<file path="src/design/utf8_to_gb2312_stream_macros.svh">
// Assertion macros for the UTF-8 to GB2312 stream converter.
// Expects signals clk and arst_n in the scope of use.
`ifndef UTF8_TO_GB2312_STREAM_MACROS_SVH
`define UTF8_TO_GB2312_STREAM_MACROS_SVH

// Same-cycle implication, checked outside reset.
`define U2G_ASSERT_IMP(lbl, ante, cons, msg) \
	lbl: assert property (@(posedge clk) disable iff (!arst_n) (ante) |-> (cons)) \
		else $error(msg);

// Next-cycle implication, checked outside reset.
`define U2G_ASSERT_NXT(lbl, ante, cons, msg) \
	lbl: assert property (@(posedge clk) disable iff (!arst_n) (ante) |=> (cons)) \
		else $error(msg);

`endif

</file>
<file path="src/design/u2g_pkg.sv">
// Shared constants, types and helper function for the UTF-8 to GB2312 converter.
// No dependencies.
package u2g_pkg;

	localparam int TABLE_DEPTH = 8192;
	localparam int ADDR_W      = $clog2(TABLE_DEPTH);
	localparam int CNT_W       = $clog2(TABLE_DEPTH + 1);
	localparam int CFG_W       = 14;
	localparam int IDX_W       = 13;
	localparam int KEY_W       = 16;
	localparam int CODE_W      = 16;

	// Input command codes
	localparam logic CMD_DATA = 1'b0;
	localparam logic CMD_LOAD = 1'b1;

	localparam logic [7:0] LEAD3_MASK  = 8'h0F;
	localparam logic [7:0] MID_MASK    = 8'h03;
	localparam logic [7:0] TRAIL_MASK  = 8'h3F;

	typedef struct packed {
		logic              en;
		logic [ADDR_W-1:0] addr;
		logic [KEY_W-1:0]  key;
		logic [CODE_W-1:0] code;
	} tbl_wr_t;

	typedef struct packed {
		logic              en;
		logic [ADDR_W-1:0] addr;
	} tbl_rd_t;

	typedef struct packed {
		logic [KEY_W-1:0]  key;
		logic [CODE_W-1:0] code;
	} tbl_ent_t;

	typedef struct packed {
		logic             start;
		logic [KEY_W-1:0] key;
	} srch_req_t;

	typedef struct packed {
		logic              done;
		logic              hit;
		logic [CODE_W-1:0] code;
	} srch_rsp_t;

	// Count leading one bits of a byte (0 to 8).
	function automatic logic [3:0] lead_ones(input logic [7:0] b);
		logic [3:0] n;
		logic       run;
		n   = 4'd0;
		run = 1'b1;
		for (int i = 7; i >= 0; i--) begin
			if (run && b[i]) begin
				n = n + 4'd1;
			end else begin
				run = 1'b0;
			end
		end
		return n;
	endfunction

endpackage

</file>
<file path="src/design/u2g_search.sv">
// Binary search sequencer over the code table: one shared compare, a probe state then a compare state per probe.
// Depends on u2g_pkg; drives the read port of u2g_table.
module u2g_search (
	input  logic                         clk,
	input  logic                         arst_n,
	input  logic [u2g_pkg::CFG_W-1:0]    entries_in_use,
	input  u2g_pkg::srch_req_t           req,
	output u2g_pkg::srch_rsp_t           rsp,
	output u2g_pkg::tbl_rd_t             rd,
	input  u2g_pkg::tbl_ent_t            rd_data
);
	import u2g_pkg::*;

	typedef enum logic [1:0] {SR_IDLE, SR_PROBE, SR_CMP} sr_state_t;

	sr_state_t         state_q;
	logic [CNT_W-1:0]  lo_q;
	logic [CNT_W-1:0]  hi_q;   // one past the last candidate
	logic [ADDR_W-1:0] mid_q;
	logic [KEY_W-1:0]  key_q;
	logic [CNT_W-1:0]  n_lim;
	logic [CNT_W:0]    sum;
	logic [ADDR_W-1:0] mid;

	// Clamp the entry count to the table depth.
	assign n_lim = (32'(entries_in_use) > TABLE_DEPTH) ? CNT_W'(TABLE_DEPTH)
	                                                    : CNT_W'(entries_in_use);
	assign sum   = {1'b0, lo_q} + {1'b0, hi_q} - (CNT_W+1)'(1);
	assign mid   = ADDR_W'(sum >> 1);

	assign rd.en   = (state_q == SR_PROBE) && (lo_q < hi_q);
	assign rd.addr = mid;

	always_ff @(posedge clk or negedge arst_n) begin
		if (!arst_n) begin
			state_q  <= SR_IDLE;
			rsp.done <= 1'b0;
			rsp.hit  <= 1'b0;
			rsp.code <= '0;
			lo_q     <= '0;
			hi_q     <= '0;
			mid_q    <= '0;
			key_q    <= '0;
		end else begin
			rsp.done <= 1'b0;
			case (state_q)
				SR_IDLE: begin
					if (req.start) begin
						lo_q    <= '0;
						hi_q    <= n_lim;
						key_q   <= req.key;
						state_q <= SR_PROBE;
					end
				end
				SR_PROBE: begin
					if (lo_q < hi_q) begin
						mid_q   <= mid;
						state_q <= SR_CMP;
					end else begin
						// Range empty: miss
						rsp.done <= 1'b1;
						rsp.hit  <= 1'b0;
						rsp.code <= '0;
						state_q  <= SR_IDLE;
					end
				end
				SR_CMP: begin
					if (rd_data.key == key_q) begin
						rsp.done <= 1'b1;
						rsp.hit  <= 1'b1;
						rsp.code <= rd_data.code;
						state_q  <= SR_IDLE;
					end else if (rd_data.key > key_q) begin
						hi_q    <= CNT_W'(mid_q);
						state_q <= SR_PROBE;
					end else begin
						lo_q    <= CNT_W'(mid_q) + CNT_W'(1);
						state_q <= SR_PROBE;
					end
				end
				default: begin
					state_q <= SR_IDLE;
				end
			endcase
		end
	end

endmodule

</file>
<file path="config.mk">
export PLATFORM = sky130hd
export DESIGN_NAME = u2g_search
export DESIGN_NICKNAME = d
export VERILOG_FILES = /design/src/design/utf8_to_gb2312_stream_macros.svh /design/src/design/u2g_pkg.sv /design/src/design/u2g_search.sv
export SDC_FILE = /design/constraint.sdc
export NUM_CORES = 1
export LEC_CHECK = 0
export ABC_AREA = 1
export BUFFER_PORTS_ARGS = -buffer_cell sky130_fd_sc_hd__buf_2
export CORE_ASPECT_RATIO = 0.7
export CORE_UTILIZATION = 50
export CTS_CLUSTER_DIAMETER = 40
export DETAILED_ROUTE_END_ITERATION = 12
export PLACE_DENSITY = 0.72
export SLEW_MARGIN = 0
export SYNTH_ARGS = -nofsm -noshare
export SYNTH_HDL_FRONTEND = slang
export SYNTH_SLANG_ARGS = --single-unit
</file>
<file path="constraint.sdc">
create_clock -name clk -period 5.7 [get_ports clk]
set_clock_uncertainty 0.05 [all_clocks]
set_input_delay 0.855 -clock clk [delete_from_list [all_inputs] [get_ports clk]]
set_output_delay 0.855 -clock clk [all_outputs]
set_load 0.03 [all_outputs]
</file>
# == After elaboration in Yosys (flattened, before gate mapping) ==
# Cells that the tools add are included.
# classes
mux,16
shifts,0
bitwise,0
add_sub_neg,3
div,0
eq_ne,9
reduce_logical,9
n_mul,0
order_cmp,3
# ops
op,n
$mux 14,7
$pmux 14 s2,2
$mux 18,2
$pmux 18 s2,1
$eq 16x16->1,1
$gt 16x16->1,1
$add 13x1->14 const B,1
$add 14x14->14,1
$gt 14x14->1 const B,1
$lt 14x14->1,1
$sub 14x1->14 const B,1
$ne 2x2->1 const B,6
$reduce_and 4->1,2
$pmux 2 s3,1
$mux 2,2
$reduce_and 2->1,2
$reduce_bool 2->1,2
$reduce_and 3->1,1
$eq 2x1->1 const B,1
$eq 2x2->1 const B,1
$logic_not 2->1,1
$logic_and 1x1->1,1
$mux 1,1
# totals
latch_bits,0
rom_bits,0
ram_bits,0
in_bits,65
output_inout_bits,32
regBits,77
memories,0

# == Depth between registers and ports, before layout ==
# Gate-level depths: netlist of the first run.
# depth
word_depth,4
mapped_depth,16

# == Least setup slack after synthesis of the first run ==
# No wires, ideal clock.
# synth_timing
kind,register to output
start,reg lo_q[1]
end,out rd[8] (netlist bit)
t_arrival_ns,2.192
path_stages_with_launch,11
path_slack_ns,2.603
required_ns,4.795
cell_sequence,dfrtp_1 -> inv_1 -> ha_1 -> inv_1 -> ha_1 -> fa_1 -> nand3_1 -> nand3_1 -> nand2_1 -> nand2_1 -> xor2_1
# synth_rtl
element,line_no,text
"start, declared",u2g_search.sv:17,logic [CNT_W-1:0] lo_q;
"start signal, assigned",u2g_search.sv:77,lo_q <= CNT_W'(mid_q) + CNT_W'(1);
"end, declared",u2g_search.sv:9,"output u2g_pkg::tbl_rd_t rd,"

==> flow_summary.toml, run 1 <==
[drt]
drc = 0
ant_nets = 0
dr_total_vias = 5274
drt-initial-drc-count = 557
routedWlPerCell_um = 13.8
postRouteWirelength_um = 14200
post_drt_via_cell_ratio = 5.11
dr.pass1.iters = 5

[die]
start_util_pct = 52.9
fp.dieH_um = 90.7
num_rows = 31
core-area_mm2 = 0.0106
io_pins = 97
die_w_um = 129
die_area_mm2 = 0.0117

[placement]
portBuffers = 96
gp_routability_congestion = 0.839
dpl-instance-area_mm2 = 0.00617
dpl_worst_slack_ps = 2170
dp.final_hpwl_um = 11000

[timing]
rsz0062_at_grt = "false"
tightest_slew_ps = 979
hold_viol = 0
max_freq_mhz = 259
setup_viol = 0
worst_slack_ps = 1840
layout_min_cycle_time_ps = 3860
fin_setup_tns_ps = 0
slew_violations = 0
period_share_pct = 67.7
relSlewSlack_pct = 34.7

[cts]
cts_buffer_depth = 2
clkLatencyLatePin_ps = 340
clk_pin_slew_ps = 60
postCtsSetupBuffers = 0
ctsResizeCount = 0
cts_tree = "built"
postCtsHoldBufs = 0
clock-sinks = 77
cts_root_buf = "clkbuf_16"
htreeDepth = 3
numCtsBuffers = 9

[yosys]
synth_nets = 919
synthFlopType = "dfrtp_1"
synthesis.area_mm2 = 0.00562
synthTopCellsByArea = "dfrtp_1, nand2_1, ha_1"
synth_common_cells = "nand2_1, inv_1, nand3_1"
seq_area_frac_synth_pct = 34.3
yosys_warnings = 0
syn_avg_cell_area_um2 = 7.07
netlist.area_leader.share_pct = 34.3
async_flop_share_pct = 100
synth_edf_count = 0
netlist_instances = 795
synth.most_common_cell = "nand2_1"
synth_cell_type_count = 36
yosys_register_bits = 77
synth_top_cell_by_area = "dfrtp_1"

[setup_path]
crit_chain = "ha_1, a21oi_1, o21ai_0, a21oi_1, nand3_2, inv_2, buf_2"
max_stage_delay_ps = 690
crit_path_end_kind = "output port"
path_common_cell = "a21oi_1"
critPathKind = "reg2out"
worstPathMaxFanout = 37
start_kind = "register"
required_ps = 4800
cp.arrival_ps = 2950
worst_path_max_delay_cell = "nand3_2"

[cells_and_area]
final_area_mm2 = 0.00647
num-fill-cells = 1010
num_antenna_cells = 0
nNetsFinal = 1004
layout-drive-gt1-share_pct = 15.6
areaGrowthSynthToFinish_pct = 15.2
final_util_pct = 60.9

[grt]
grt_pass1_wl_um = 24200
grt_overflow = 0
grt_max_degree = 78
grt_pass1_vias = 5127
grt_usage_pct = 26.1
antenna_found_initial = 0

[job]
drv_cap = 0

[run_status]
status = "finished clean"

[worst_hold_path]
hold_class = "reg2reg"
[final timing paths]
kind | start | endpoint | slack (ps) | depth (start not counted)
max in group asynchronous | arst_n | key_q[15] | 4330 | 1
worst min register to register | rsp[12] | rsp[12] | 420 | 2
worst max-delay path | lo_q[13] | rd[13] | 1840 | 7
worst min-delay path | rsp[12] | rsp[12] | 420 | 2
worst max register to register | lo_q[13] | mid_q[11] | 2970 | 8
min in group asynchronous | arst_n | key_q[2] | 590 | 1
[flip-flops by register name, indices dropped and copies added, names as in the netlist]
name / cells
hi_q: 14
mid_q: 13
state_q: 2
lo_q: 14
rsp: 18
key_q: 16
[stage by stage]
| stage | instances | hold slack (ps) |
|---|---|---|
| detailed placement | 1017 | 407 |
| global route | 1033 | 439 |
| global placement | 1017 | 403 |
| floorplan | 795 | 392 |
| CTS | 1033 | 424 |
| finish | 1033 | 420 |
[layout make-up]
class                   count  area (um2)  area share (%)
well taps                 148         185            2.86
repair buffers             98         498            7.69
clock buffers              11         243            3.75
inverters                 128         480            7.42
clock inverters             5        58.8           0.908
flip-flops and latches     77        1930            29.8
multi-input cells         566        3080            47.6
[cell families (layout without fill, tap and decap cells)]
group                      count (synthesis)  count (layout)  share of synthesized area [%]
and+or+nand+nor                          424             424                           33.2
DFF                                       77              77                           34.3
buffers and inverters                    152             242                           10.9
muxes                                      1               1                          0.200
xor gates and xnor gates                  10              10                           1.56
AOI/OAI and AO/OA                         72              72                           6.66
adders and majority gates                 59              59                           13.3
[layout by cell type (no fill, tap or decap), types with 3 or more instances in the layout]
master / instances
inv_1: 119
nand2_1: 230
buf_2: 95
clkbuf_16: 9
nand3_1: 83
o21ai_0: 17
dfrtp_1: 77
buf_4: 3
o21ai_1: 5
a21oi_1: 44
inv_2: 7
nand4_1: 10
ha_1: 58
xor2_1: 8
nor3_1: 5
nor2_1: 78
[critical path, delay by kind of cell, from the launching register on]
family | cells | cell delay (ps)
flops | 1 | 390
simple gates | 1 | 690
fa+ha+maj | 1 | 340
compound gates | 3 | 490
buf+inv | 2 | 700
[metal layers]
| layer | GRT usage [%] | wire (um) |
|---|---|---|
| met5 | 0 | 0 |
| met4 | 3.82 | 121 |
| met1 | 38.0 | 7120 |
| met2 | 40.2 | 5910 |
| met3 | 5.92 | 1060 |
Power of run 1 is not shown: default switching activity piles up to over one toggle a cycle in this logic, so the estimate is an artifact.
==> run 2, diff against run 1 <==
PLACE_DENSITY = 0.75   (was 0.72)
clock period = 3.43 ns   (was 5.7 ns; I/O delays follow)
==> run 2 against run 1 <==
Count of clock-buffer cells in the layout is 1 lower. Non-clock buffer count is 2 higher. Sequential share of layout area is 0.075 points lower. Wire length is 4.7% lower. Worst hold slack worse by 160 ps. Worst setup slack worse by 1600 ps. Utilization is 0.15 points higher. Global-route usage is 1.2 points lower. Cell area is 0.25% higher. Highest routed layer unchanged.
==> flow_summary.toml, run 2 (same netlist as run 1, synthesis figures left out) <==
[drt]
postRouteWirelength_um = 13500
ant_nets = 0
dr_total_vias = 5144
dr.pass1.iters = 5
drc = 0
post_drt_via_cell_ratio = 4.97
drt-initial-drc-count = 325
routedWlPerCell_um = 13.1

[setup_path]
start_kind = "register"
critPathKind = "reg2out"
r2r_setup_slack_ps = 780
worstPathMaxFanout = 4
path_common_cell = "inv_1"
cp.arrival_ps = 2580
ff2ff_path_depth = 9
required_ps = 2870
crit_chain = "inv_1, ha_1, inv_1, ha_1, fa_2, nand3_1, nand3_1, a21oi_1, xor2_1, inv_1, buf_2"
timing.rr.start = "state_q[0]"
max_stage_delay_ps = 390
worst_path_max_delay_cell = "fa_2"
reg2reg_to = "lo_q[2]"
crit_path_end_kind = "output port"

[cells_and_area]
areaGrowthSynthToFinish_pct = 15.5
nNetsFinal = 1006
final_cell_mix = "nand2_1, inv_1, buf_2, nand3_1, nor2_1"
layout-drive-gt1-share_pct = 15.9
layoutNonFillerInstCount = 1035
top_register = "rsp"
reg_top3 = "rsp: 18 flops, key_q: 16 flops"
num_antenna_cells = 0
layout_commonest_cell = "nand2_1"
largest_reg_flops = 18
final_area_mm2 = 0.00649

[die]
die_area_mm2 = 0.0117
start_util_pct = 52.9
io_pins = 97
core-area_mm2 = 0.0106
num_rows = 31
fp.dieH_um = 90.7
die_w_um = 129

[cts]
cts_buffer_depth = 2
cts_tree = "built"
cts_root_buf = "clkbuf_16"
numCtsBuffers = 9
postCtsHoldBufs = 0
clock-sinks = 77
htreeDepth = 3
clkLatencyLatePin_ps = 350
clk_pin_slew_ps = 60

[timing]
hold_slack_ps = 262
hold_viol = 0
period_share_pct = 91.7
tightest_slew_ps = 962
fin_setup_tns_ps = 0
max_freq_mhz = 318
setup_viol = 0
rsz0062_at_grt = "false"
layout_min_cycle_time_ps = 3150
relSlewSlack_pct = 35.8
slew_violations = 0

[placement]
portBuffers = 96
dpl-instance-area_mm2 = 0.00619
dp.final_hpwl_um = 10200
dp_cells = 1019
gp_routability_congestion = 0.879

[grt]
grt_overflow = 0
antenna_found_initial = 0
grt_max_degree = 78
grt_usage_pct = 25.0
grt_pass1_vias = 4738
grt_pass1_wl_um = 22700

[job]
drv_cap = 0

[worst_hold_path]
hold_class = "in2async"

[run_status]
status = "finished clean"
[run 2: routing by layer]
layer  track usage, %  share of wire (%)  vias up
met2             34.5                 39      185
met4             5.98               0.97        0
met5                0                  0        -
met1             38.3                 51     2272
met3             6.16                9.1       11
li1                 -                  -     2676
[run 2: worst max-delay path by stage]
stage               startpoint  endpoint  depth (start not counted)
floorplan              lo_q[1]     rd[8]                         10
global placement       lo_q[1]     rd[6]                         11
detailed placement     lo_q[1]     rd[6]                         11
CTS                    lo_q[1]     rd[6]                         11
global route           lo_q[1]     rd[6]                         11
finish                 hi_q[1]     rd[6]                         11
[run 2: area by class of cell]
cell class / instances / area (um2)
flip-flops and latches: 77 / 1930
inverters: 128 / 480
well taps: 148 / 185
clock buffers: 10 / 229
clock inverters: 6 / 71.3
repair buffers: 100 / 513
fillers: 1017 / 4140
multi-input cells: 566 / 3090
[run 2: stage by stage]
stage | util (%) | setup slack [ps]
2_1_floorplan | - | 673
3_3_place_gp | 58.2 | 641
3_5_place_dp | 58.2 | 583
4_1_cts | 61.1 | 205
5_1_grt | 61.1 | 67.6
6_report | 61.1 | 283
[run 2: critical path: cells and delay by family (launching register included)]
kind	cells	cell delay [ps]
buffers and inverters	4	330
AOI/OAI and AO/OA	1	190
and+or+nand+nor	2	230
adders and majority gates	3	920
xor gates and xnor gates	1	200
DFF	1	350
[run 2: repair_timing]
item	CTS	global route
setup buffers	0	0
setup endpoints to repair	0	1
hold endpoints to repair	0	0
resized for setup	0	1
Power of run 2 is left out for the same reason.
==> run 3, diff against run 2 <==
CORE_ASPECT_RATIO = default   (was 0.7)
CORE_UTILIZATION = 33   (was 50)
PLACE_DENSITY = default   (was 0.75)
==> run 3 against run 2 <==
Die area grew 50%. Maximum frequency is 0.90% lower. Global-route usage is 7.6 points lower. Worst hold slack gained 11 ps. Sequential share of layout area down 0.40 points. Via count decreased by 0.95%. Count of clock-buffer cells in the layout did not move. Critical endpoint unchanged. First-iteration DRC count shrank 10%. Worst setup slack worse by 29 ps.
==> flow_summary.toml, run 3 (same netlist as run 1, synthesis figures left out) <==
[timing]
period_share_pct = 92.6
max_freq_mhz = 315
relSlewSlack_pct = 32.4
tightest_slew_ps = 1010
setup_viol = 0
hold_viol = 0
fin_setup_tns_ps = 0
layout_min_cycle_time_ps = 3180
slew_violations = 0
rsz0062_at_grt = "false"

[cells_and_area]
layoutNonFillerInstCount = 1108
top_register = "rsp"
num-fill-cells = 1804
areaGrowthSynthToFinish_pct = 17.1
nNetsFinal = 1005
regArea_mm2 = 0.00193
layout_commonest_cell = "nand2_1"
multi_input_area_mm2 = 0.00309
final_cell_mix = "nand2_1, inv_1, buf_2, nand3_1, nor2_1"
reg_top3 = "rsp: 18 flops, key_q: 16 flops"
largest_reg_flops = 18
layout-drive-gt1-share_pct = 15.8

[die]
core-area_mm2 = 0.0166
start_util_pct = 33.9
num_rows = 47
io_pins = 97
die_w_um = 133
fp.dieH_um = 133
die_area_mm2 = 0.0176

[placement]
dp_cells = 1090
dp.final_hpwl_um = 10700
gp_routability_congestion = 0.852
portBuffers = 96

[drt]
ant_nets = 0
dr_total_vias = 5095
drt-initial-drc-count = 292
dr.pass1.iters = 5
routedWlPerCell_um = 12.9
post_drt_via_cell_ratio = 4.60
drc = 0
postRouteWirelength_um = 14300

[cts]
cts_root_buf = "clkbuf_16"
clkLatencyLatePin_ps = 350
postCtsHoldBufs = 0
numCtsBuffers = 9
clk_pin_slew_ps = 70
htreeDepth = 3
clock-sinks = 77
postCtsSetupBuffers = 0
cts_tree = "built"
ctsResizeCount = 0
cts_buffer_depth = 2

[setup_path]
crit_chain = "inv_1, ha_1, inv_1, ha_1, fa_1, nand3_1, nand3_1, a21oi_1, xor2_1, inv_1, buf_2"
path_common_cell = "inv_1"
max_stage_delay_ps = 430
worstPathMaxFanout = 4
required_ps = 2870
start_kind = "register"
timing.rr.start = "key_q[7]"
critPathKind = "reg2out"
worst_path_max_delay_cell = "fa_1"
cp.arrival_ps = 2610
crit_path_end_kind = "output port"
crit_path_start = "lo_q[1]"

[worst_hold_path]
hold_class = "in2async"

[grt]
grt_pass1_vias = 4919
grt_pass1_wl_um = 24100
grt_overflow = 0
grt_max_degree = 78
antenna_found_initial = 5
grt_usage_pct = 17.3

[run_status]
status = "finished clean"

[job]
drv_cap = 0
## run 3: per-stage QoR
stage | setup WS [ps] | utilization (%) | hold slack, ps | instance area, um2
6_report | 254 | 39.7 | 273 | 6580
2_1_floorplan | 673 | - | 169 | 5620
5_1_grt | 48.7 | 39.6 | 347 | 6580
3_3_place_gp | 625 | 37.8 | 405 | 6270
3_5_place_dp | 603 | 37.8 | 407 | 6270
4_1_cts | 224 | 39.6 | 331 | 6570
## run 3: metal layers
layer,up-vias,global-route usage (%),routed length [um]
met3,13,6.63,1340
met5,-,0,27
met2,142,26.5,6060
met1,2258,22.9,6770
met4,4,4.21,142
li1,2678,-,-
## run 3: final cells by class
cell class	instances	share of cell area (%)
timing repair buffer	99	7.68
inverter	128	7.30
clock inverter	5	0.913
multi-input combinational	566	46.9
antenna	3	0.114
clock buffer	10	3.63
sequential	77	29.3
tap	220	4.18
## run 3: path summary, 6_finish.rpt
path	slack, ps	cells after the start	endpoint
max in group asynchronous	2390	1	hi_q[3]
hold reg to reg	420	2	rsp[0]
setup / recovery	250	11	rd[6]
hold / removal	270	1	rsp[12]
min in group clk	340	2	key_q[0]
setup reg to reg	1060	11	lo_q[7]
## run 3: critical path, delay by kind of cell, from the launching register on
family          cells  cell delay (ps)
compound gates      1              200
xor+xnor            1              200
fa+ha+maj           3              940
buf+inv             4              320
flops               1              360
simple gates        2              240
Power of run 3 is left out for the same reason.
